**src/rtl/sha256_pkg.sv**
```systemverilog
package sha256_pkg;

  // Sequencer states
  typedef enum logic [2:0] {
    ST_IDLE,
    ST_PAD,
    ST_ROUND,
    ST_FINAL,
    ST_OUT
  } sha_state_e;

  localparam int unsigned WordW    = 32;
  localparam int unsigned BlockLen = 16;
  localparam int unsigned Rounds   = 64;
  localparam int unsigned Digests  = 8;

  typedef logic [WordW-1:0] word_t;

  localparam logic [2:0] FullBytes = 3'd4;
  localparam word_t PadOne = 32'h8000_0000;

  // Initial chaining values H0..H7
  localparam word_t InitH [Digests] = '{
    32'h6a09e667, 32'hbb67ae85, 32'h3c6ef372, 32'ha54ff53a,
    32'h510e527f, 32'h9b05688c, 32'h1f83d9ab, 32'h5be0cd19
  };

  // Round constants
  localparam word_t RoundK [Rounds] = '{
    32'h428a2f98, 32'h71374491, 32'hb5c0fbcf, 32'he9b5dba5,
    32'h3956c25b, 32'h59f111f1, 32'h923f82a4, 32'hab1c5ed5,
    32'hd807aa98, 32'h12835b01, 32'h243185be, 32'h550c7dc3,
    32'h72be5d74, 32'h80deb1fe, 32'h9bdc06a7, 32'hc19bf174,
    32'he49b69c1, 32'hefbe4786, 32'h0fc19dc6, 32'h240ca1cc,
    32'h2de92c6f, 32'h4a7484aa, 32'h5cb0a9dc, 32'h76f988da,
    32'h983e5152, 32'ha831c66d, 32'hb00327c8, 32'hbf597fc7,
    32'hc6e00bf3, 32'hd5a79147, 32'h06ca6351, 32'h14292967,
    32'h27b70a85, 32'h2e1b2138, 32'h4d2c6dfc, 32'h53380d13,
    32'h650a7354, 32'h766a0abb, 32'h81c2c92e, 32'h92722c85,
    32'ha2bfe8a1, 32'ha81a664b, 32'hc24b8b70, 32'hc76c51a3,
    32'hd192e819, 32'hd6990624, 32'hf40e3585, 32'h106aa070,
    32'h19a4c116, 32'h1e376c08, 32'h2748774c, 32'h34b0bcb5,
    32'h391c0cb3, 32'h4ed8aa4a, 32'h5b9cca4f, 32'h682e6ff3,
    32'h748f82ee, 32'h78a5636f, 32'h84c87814, 32'h8cc70208,
    32'h90befffa, 32'ha4506ceb, 32'hbef9a3f7, 32'hc67178f2
  };

  function automatic word_t rotr(word_t x, int unsigned n);
    return (x >> n) | (x << (WordW - n));
  endfunction

  function automatic word_t big_sig0(word_t x);
    return rotr(x, 2) ^ rotr(x, 13) ^ rotr(x, 22);
  endfunction

  function automatic word_t big_sig1(word_t x);
    return rotr(x, 6) ^ rotr(x, 11) ^ rotr(x, 25);
  endfunction

  function automatic word_t small_sig0(word_t x);
    return rotr(x, 7) ^ rotr(x, 18) ^ (x >> 3);
  endfunction

  function automatic word_t small_sig1(word_t x);
    return rotr(x, 17) ^ rotr(x, 19) ^ (x >> 10);
  endfunction

  // Keep the leading bytes of a short final word and append the 0x80 marker
  function automatic word_t pad_partial(word_t data, logic [2:0] nbytes);
    word_t w;
    w = '0;
    unique case (nbytes)
      3'd0:    w = PadOne;
      3'd1:    w = {data[31:24], 24'h80_0000};
      3'd2:    w = {data[31:16], 16'h8000};
      3'd3:    w = {data[31:8], 8'h80};
      default: w = data;
    endcase
    return w;
  endfunction

endpackage

```
**src/rtl/sha256_hash_core.sv**
```systemverilog
// SHA-256 hash core, streaming one big-endian 32-bit message word per request.
//
// Input channel: data_word_i, valid_bytes_i and last_i travel with in_valid_i;
// a request is taken at a clock edge with in_valid_i high and in_stall_o low.
// valid_bytes_i counts only on the last word (values above four mean four).
// Output channel: eight requests per message, digest_word_o with word_index_o
// 0..7, digest_last_o on the eighth; each is taken when out_stall_i is low.
//
// The sixteenth word of a block starts the compression: 64 rounds at one
// round per cycle through a single round unit, then a fold into the chaining
// values in ST_FINAL. On the last word the core generates the padding and
// length words itself at one per cycle, runs one or two further blocks, then
// offers the digest words, one per cycle while the receiver does not stall.
// A stalled digest word holds until taken. Input stalls through every
// compression and from the last word until the eighth digest word leaves.
// When the eighth digest word is taken, the chaining values and length return
// to their initial values; reset (rst_ni low) does the same at once.
module sha256_hash_core
  import sha256_pkg::*;
(
  input  logic        clk_i,
  input  logic        rst_ni,
  input  logic        in_valid_i,
  output logic        in_stall_o,
  input  logic [31:0] data_word_i,
  input  logic [2:0]  valid_bytes_i,
  input  logic        last_i,
  output logic        out_valid_o,
  input  logic        out_stall_i,
  output logic [31:0] digest_word_o,
  output logic [2:0]  word_index_o,
  output logic        digest_last_o
);

  sha_state_e  state_q, state_d;
  word_t       chain_q [Digests];
  word_t       chain_d [Digests];
  word_t       vars_q [Digests];
  word_t       vars_d [Digests];
  word_t       win_q [BlockLen];
  word_t       win_d [BlockLen];
  logic [63:0] bit_len_q, bit_len_d;
  logic [3:0]  pos_q, pos_d;
  logic [5:0]  rnd_q, rnd_d;
  logic [2:0]  idx_q, idx_d;
  logic        pad_q, pad_d;
  logic        need_one_q, need_one_d;
  logic        hi_done_q, hi_done_d;

  logic        in_take;
  logic        out_take;
  logic        push_en;
  word_t       push_word;
  logic [2:0]  nbytes;
  word_t       t1, t2, next_w;

  assign in_take  = in_valid_i && !in_stall_o;
  assign out_take = out_valid_o && !out_stall_i;
  assign nbytes   = (valid_bytes_i > FullBytes) ? FullBytes : valid_bytes_i;

  assign in_stall_o    = (state_q != ST_IDLE);
  assign out_valid_o   = (state_q == ST_OUT);
  assign digest_word_o = chain_q[idx_q];
  assign word_index_o  = idx_q;
  assign digest_last_o = (idx_q == 3'(Digests - 1));

  // Round unit fed from the window head, and schedule expansion over the window
  always_comb begin
    t1 = vars_q[7] + big_sig1(vars_q[4])
       + ((vars_q[4] & vars_q[5]) ^ (~vars_q[4] & vars_q[6]))
       + RoundK[rnd_q] + win_q[0];
    t2 = big_sig0(vars_q[0])
       + ((vars_q[0] & vars_q[1]) ^ (vars_q[0] & vars_q[2]) ^ (vars_q[1] & vars_q[2]));
    next_w = small_sig1(win_q[14]) + win_q[9] + small_sig0(win_q[1]) + win_q[0];
  end

  // Sequencer: next state and datapath updates
  always_comb begin
    state_d    = state_q;
    chain_d    = chain_q;
    vars_d     = vars_q;
    win_d      = win_q;
    bit_len_d  = bit_len_q;
    pos_d      = pos_q;
    rnd_d      = rnd_q;
    idx_d      = idx_q;
    pad_d      = pad_q;
    need_one_d = need_one_q;
    hi_done_d  = hi_done_q;
    push_en    = 1'b0;
    push_word  = data_word_i;

    unique case (state_q)
      ST_IDLE: begin
        if (in_take) begin
          push_en = 1'b1;
          if (last_i) begin
            bit_len_d  = bit_len_q + 64'({nbytes, 3'b000});
            pad_d      = 1'b1;
            need_one_d = (nbytes == FullBytes);
            hi_done_d  = 1'b0;
            push_word  = pad_partial(data_word_i, nbytes);
            state_d    = ST_PAD;
          end else begin
            bit_len_d = bit_len_q + 64'(WordW);
          end
        end
      end
      ST_PAD: begin
        push_en = 1'b1;
        priority if (need_one_q) begin
          push_word  = PadOne;
          need_one_d = 1'b0;
        end else if (pos_q == 4'(BlockLen - 2)) begin
          push_word = bit_len_q[63:32];
          hi_done_d = 1'b1;
        end else if (pos_q == 4'(BlockLen - 1) && hi_done_q) begin
          push_word = bit_len_q[31:0];
        end else begin
          push_word = '0;
        end
      end
      ST_ROUND: begin
        for (int i = 7; i > 0; i--) begin
          vars_d[i] = vars_q[i-1];
        end
        vars_d[4] = vars_q[3] + t1;
        vars_d[0] = t1 + t2;
        for (int i = 0; i < BlockLen - 1; i++) begin
          win_d[i] = win_q[i+1];
        end
        win_d[BlockLen-1] = next_w;
        rnd_d = rnd_q + 6'd1;
        if (rnd_q == 6'(Rounds - 1)) begin
          state_d = ST_FINAL;
        end
      end
      ST_FINAL: begin
        for (int i = 0; i < Digests; i++) begin
          chain_d[i] = chain_q[i] + vars_q[i];
        end
        priority if (pad_q && hi_done_q) begin
          idx_d   = '0;
          state_d = ST_OUT;
        end else if (pad_q) begin
          state_d = ST_PAD;
        end else begin
          state_d = ST_IDLE;
        end
      end
      ST_OUT: begin
        if (out_take) begin
          idx_d = idx_q + 3'd1;
          if (idx_q == 3'(Digests - 1)) begin
            chain_d   = InitH;
            bit_len_d = '0;
            pad_d     = 1'b0;
            hi_done_d = 1'b0;
            state_d   = ST_IDLE;
          end
        end
      end
      default: state_d = ST_IDLE;
    endcase

    // Shift a word into the window; a full window starts the rounds
    if (push_en) begin
      for (int i = 0; i < BlockLen - 1; i++) begin
        win_d[i] = win_q[i+1];
      end
      win_d[BlockLen-1] = push_word;
      pos_d = pos_q + 4'd1;
      if (pos_q == 4'(BlockLen - 1)) begin
        vars_d  = chain_q;
        rnd_d   = '0;
        state_d = ST_ROUND;
      end
    end
  end

  // Control and chaining state
  always_ff @(posedge clk_i or negedge rst_ni) begin
    if (!rst_ni) begin
      state_q    <= ST_IDLE;
      chain_q    <= InitH;
      bit_len_q  <= '0;
      pos_q      <= '0;
      rnd_q      <= '0;
      idx_q      <= '0;
      pad_q      <= 1'b0;
      need_one_q <= 1'b0;
      hi_done_q  <= 1'b0;
    end else begin
      state_q    <= state_d;
      chain_q    <= chain_d;
      bit_len_q  <= bit_len_d;
      pos_q      <= pos_d;
      rnd_q      <= rnd_d;
      idx_q      <= idx_d;
      pad_q      <= pad_d;
      need_one_q <= need_one_d;
      hi_done_q  <= hi_done_d;
    end
  end

  // Working variables and schedule window
  always_ff @(posedge clk_i) begin
    vars_q <= vars_d;
    win_q  <= win_d;
  end

  // A compression only runs on a full window
  a_round_aligned: assert property (@(posedge clk_i) disable iff (!rst_ni)
    (state_q == ST_ROUND) |-> (pos_q == '0))
    else $error("compression running on a partial block");

  // Rounds always start from round zero
  a_round_start: assert property (@(posedge clk_i) disable iff (!rst_ni)
    (state_q == ST_ROUND && $past(state_q) != ST_ROUND) |-> (rnd_q == '0))
    else $error("round counter not cleared at block start");

  // The final digest word clears the message state
  a_msg_clear: assert property (@(posedge clk_i) disable iff (!rst_ni)
    (out_take && idx_q == 3'(Digests - 1)) |=>
      (bit_len_q == '0 && pos_q == '0 && !pad_q && state_q == ST_IDLE))
    else $error("message state not cleared after digest");

  // Padding never runs without a last word having been taken
  a_pad_flag: assert property (@(posedge clk_i) disable iff (!rst_ni)
    (state_q == ST_PAD || state_q == ST_OUT) |-> pad_q)
    else $error("padding state without a pending last word");

endmodule
```
**config.mk**
```make
export PLATFORM = sky130hd
export DESIGN_NAME = sha256_hash_core
export DESIGN_NICKNAME = d
export VERILOG_FILES = /design/src/rtl/sha256_pkg.sv /design/src/rtl/sha256_hash_core.sv
export SDC_FILE = /design/constraint.sdc
export NUM_CORES = 2
export LEC_CHECK = 0
export BUFFER_PORTS_ARGS = -buffer_cell sky130_fd_sc_hd__buf_2
export CAP_MARGIN = 20
export CELL_PAD_IN_SITES_DETAIL_PLACEMENT = 0
export CELL_PAD_IN_SITES_GLOBAL_PLACEMENT = 2
export CORE_MARGIN = 8
export CORE_UTILIZATION = 42
export DETAILED_ROUTE_END_ITERATION = 12
export PLACE_DENSITY_LB_ADDON = 0.15
export SLEW_MARGIN = 20
export SYNTH_ARGS = -nofsm -noshare
export SYNTH_HDL_FRONTEND = slang
export SYNTH_SLANG_ARGS = --single-unit
```
**constraint.sdc**
```tcl
create_clock -name clk_i -period 17.9 [get_ports clk_i]
set_input_delay 2.685 -clock clk_i [delete_from_list [all_inputs] [get_ports clk_i]]
set_output_delay 2.685 -clock clk_i [all_outputs]
set_load 0.05 [all_outputs]
```
==> summary.md <==
| Metric | Value |
|---|---|
| Met1 Usage GRT | 36.3% |
| Crit path launch type | flip-flop |
| Share of the synthesized area in the top cell type | between 20% and 30% |
| Seq/Total Area, Yosys | 42.0% |
| CP required | 18.59 ns |
| DRT Pass-1 Iters | 6 |
| Synth unique cells | 93 |
| Post-Synthesis Cells | 7135 |
| Port buffer count | 77 |
| Grt peak-use layer | met2 |
| Met3 Use GR | 4.05% |
| FF-to-FF setup slack | 8.31 ns |
| Most common cell in the synthesized netlist | nand2_1 |
| CTS tree | built |
| Synth area leaders | edfxtp_1 22%, dfxtp_1 7.4%, ha_1 7.3%, dfrtp_1 7.2%, fa_1 5.7% |
| Setup TNS | 0 ns |
| Clock-pin slew on the worst setup and hold paths | 0.07 ns |
| # rows | 149 |
| Die span in y | 422 um |
| DR vias | 53500 |
| R2R depth | 34 |
| Hold depth | 0 |
| Clock Tree Buf Depth | 3 |
| Yosys top cell by area | edfxtp_1 |
| Asr flop ratio synth | between 30% and 40% |
| Number of global-route vias before repair | about 51000 |
| Worst hold start | win_q[101] |
| Final ANT Viol Nets | 0 |
| CORE AREA | 164000 um^2 |
| M2 GR Usage | 43.6% |
| CP max FO | 17 |
| Die W | about 420 um |
| Worst Path Arrival | slightly above 10 ns |
| Status | completed |
| Post-synth EDFFs | 512 |
| Largest stage delay on the critical path | 0.81 ns |
| Fraction of layout cells with a size suffix above 1 | 9.72% |
| Crit Path Class | reg2reg |
| Synth cell count leaders | 753 x nand2_1, 573 x nor2_1, 519 x a21oi_1 |
| H-tree lvl count | 4 |
| Fmax | 104 MHz |
| Wire per inst | approximately 26 um |
| Syn_nets | slightly below 8000 |
| # IOs | 78 |
| Fin crit period | 9.59 ns |
| Area Growth Syn to Fin | 10.6% |
| Largest net degree at the start of global routing | 200 |
| CTS root buffer | clkbuf_16 |
| Hold Path End | win_q[133] |
| Synthesized area | 69200 um^2 |
| Initial core utilization | about 42% |
| Clock Skews | 0.0673 ns |
| Worst-Skew Late Latency | 0.84 ns |
| Final hold violations | 0 |
| RSZ-0062 raised after global routing | no |
| Fin util | 46.6% |
| Dpl hpwl | between 150 and 200 mm |
| Drt drc | 0 |
| Critical R2R Launch | rnd_q[0] |
| Vias per inst | 5.70 |
| Slew margin rel. | 17.3% |
| Nets | 7735 |
| Most numerous cell on the critical path | a21oi_1 |
| Flops & latches, synth | around 1100 |
| Max Transition Viols Final | 0 |
| CP Capture Type | flip-flop |
| Post-CTS Resized | 0 |
| Filler cells | between 15000 and 20000 |
| Worst min-delay path class | reg2reg |
| Tcrit/Tclk final | 53.6% |
| Remaining global-route overflow | 0 |
| Num CTS Buffers | 137 |
| Final hold slack | 0.398 ns |
| Critical-path top delay cell | nor2_1 |
| Wirelength, routed | roughly 240 mm |
| Warnings, synthesis | 0 |
| Initial antenna violation count | 3 |
| RePlAce Congestion | between 0.9 and 1 |
| Cts hold-fix bufs | 0 |
| Mean post-synth cell area | 9.70 um^2 |
| # Post-CTS Setup Buffers | 0 |
| Initial DRC count | 4809 |
| Max_cap viols | 0 |
| Worst Max-Slew Pin Slew | 1.21 ns |
| Clk sink count | 1104 |
| Final setup fails | 0 |
| GR Util All Layers | 26.6% |
| Terminus of the critical flop-to-flop path | vars_q[248] |
| Most used DFF post-synth | edfxtp_1 |
| First-pass GRT wire length | about 350 mm |
| Die ar. | approximately 180000 um^2 |
metal layers:
metal  vias to the layer above  wire (um)  part of all wire, %
li1                      25100          -                    -
met1                     26600     108000                   44
met2                      1520     115000                   47
met3                       297      13400                  5.5
met4                         2       7800                  3.2
met5                         -         13               0.0053
how the worst max path moves through the flow:
stage | startpoint | to | slack (ns) | depth (start not counted)
after detailed placement | rnd_q[0] | vars_q[248] | 8.41 | 34
after floorplan | in_valid_i | win_q[0] | 2.16 | 5
after CTS | rnd_q[0] | vars_q[248] | 8.34 | 34
final | rnd_q[0] | vars_q[248] | 8.31 | 34
after global routing | rnd_q[0] | vars_q[248] | 7.61 | 34
after global placement | rnd_q[0] | vars_q[248] | 8.40 | 34
flip-flops by register name (all words and copies together), names as in the netlist, 3 cells and up:
signal,cells
pos_q,4
rnd_q,6
bit_len_q,61
chain_q,256
word_index_o,3
state_q,3
win_q,512
vars_q,256
worst max-delay path: cells and delay by family, from the launching register on:
family | cells | cell delay [ns]
buffers and inverters | 6 | 1.03
xor gates and xnor gates | 1 | 0.34
adders and majority gates | 6 | 2.68
and+or+nand+nor | 7 | 1.98
DFF | 1 | 0.33
AOI/OAI and AO/OA | 14 | 3.09
cell type report:
cell class,instances,area [um^2],share of cell area [%]
Antenna cell,4,10.0,0.0131
Clock buffer,190,3840,5.01
Clock inverter,55,867,1.13
Inverter,501,1880,2.46
Multi-Input combinational cell,5185,37100,48.4
Sequential cell,1104,29100,38.0
Tap cell,2189,2740,3.58
Timing Repair Buffer,165,1090,1.43
through the flow:
step,instance area (um^2),setup WS [ns],std cells
4_1_cts,76600,8.34,9389
5_1_grt,76600,7.61,9391
3_3_place_gp,71900,8.40,9144
2_1_floorplan,69200,2.16,7135
6_report,76600,8.31,9393
3_5_place_dp,71900,8.41,9144
cells by family after synthesis:
| group | synth area share (%) |
|---|---|
| compound gates | 16.6 |
| xor+xnor | 7.84 |
| fa+ha+maj | 13.1 |
| buf+inv | 4.59 |
| flops | 42.0 |
| mux | 3.52 |
| simple gates | 12.4 |
placed cells by master, fill, tap and decap left out, types with 44 or more instances in the layout:
cell type,Yosys,final
xor2_1,291,291
dfxtp_1,256,256
nand2b_1,69,69
ha_1,403,403
clkbuf_16,0,138
nand3_1,177,177
nor3_1,117,114
edfxtp_1,512,512
nand2_1,753,750
dfrtp_1,200,195
inv_1,499,499
o21ai_0,385,385
a21o_1,190,190
dfstp_2,136,136
nor2b_1,63,62
mux2_2,62,62
o21a_1,57,57
buf_2,1,76
or3_1,48,47
o21ai_1,111,110
a21oi_1,519,519
fa_1,198,198
xnor2_1,327,327
and3_1,45,44
mux4_2,71,71
nor2_1,573,568
a31oi_1,237,237
buf_4,0,85
Power is left out: the tool's default activity adds up to more than one toggle a clock period on the data nets, which glitch-free logic cannot reach.
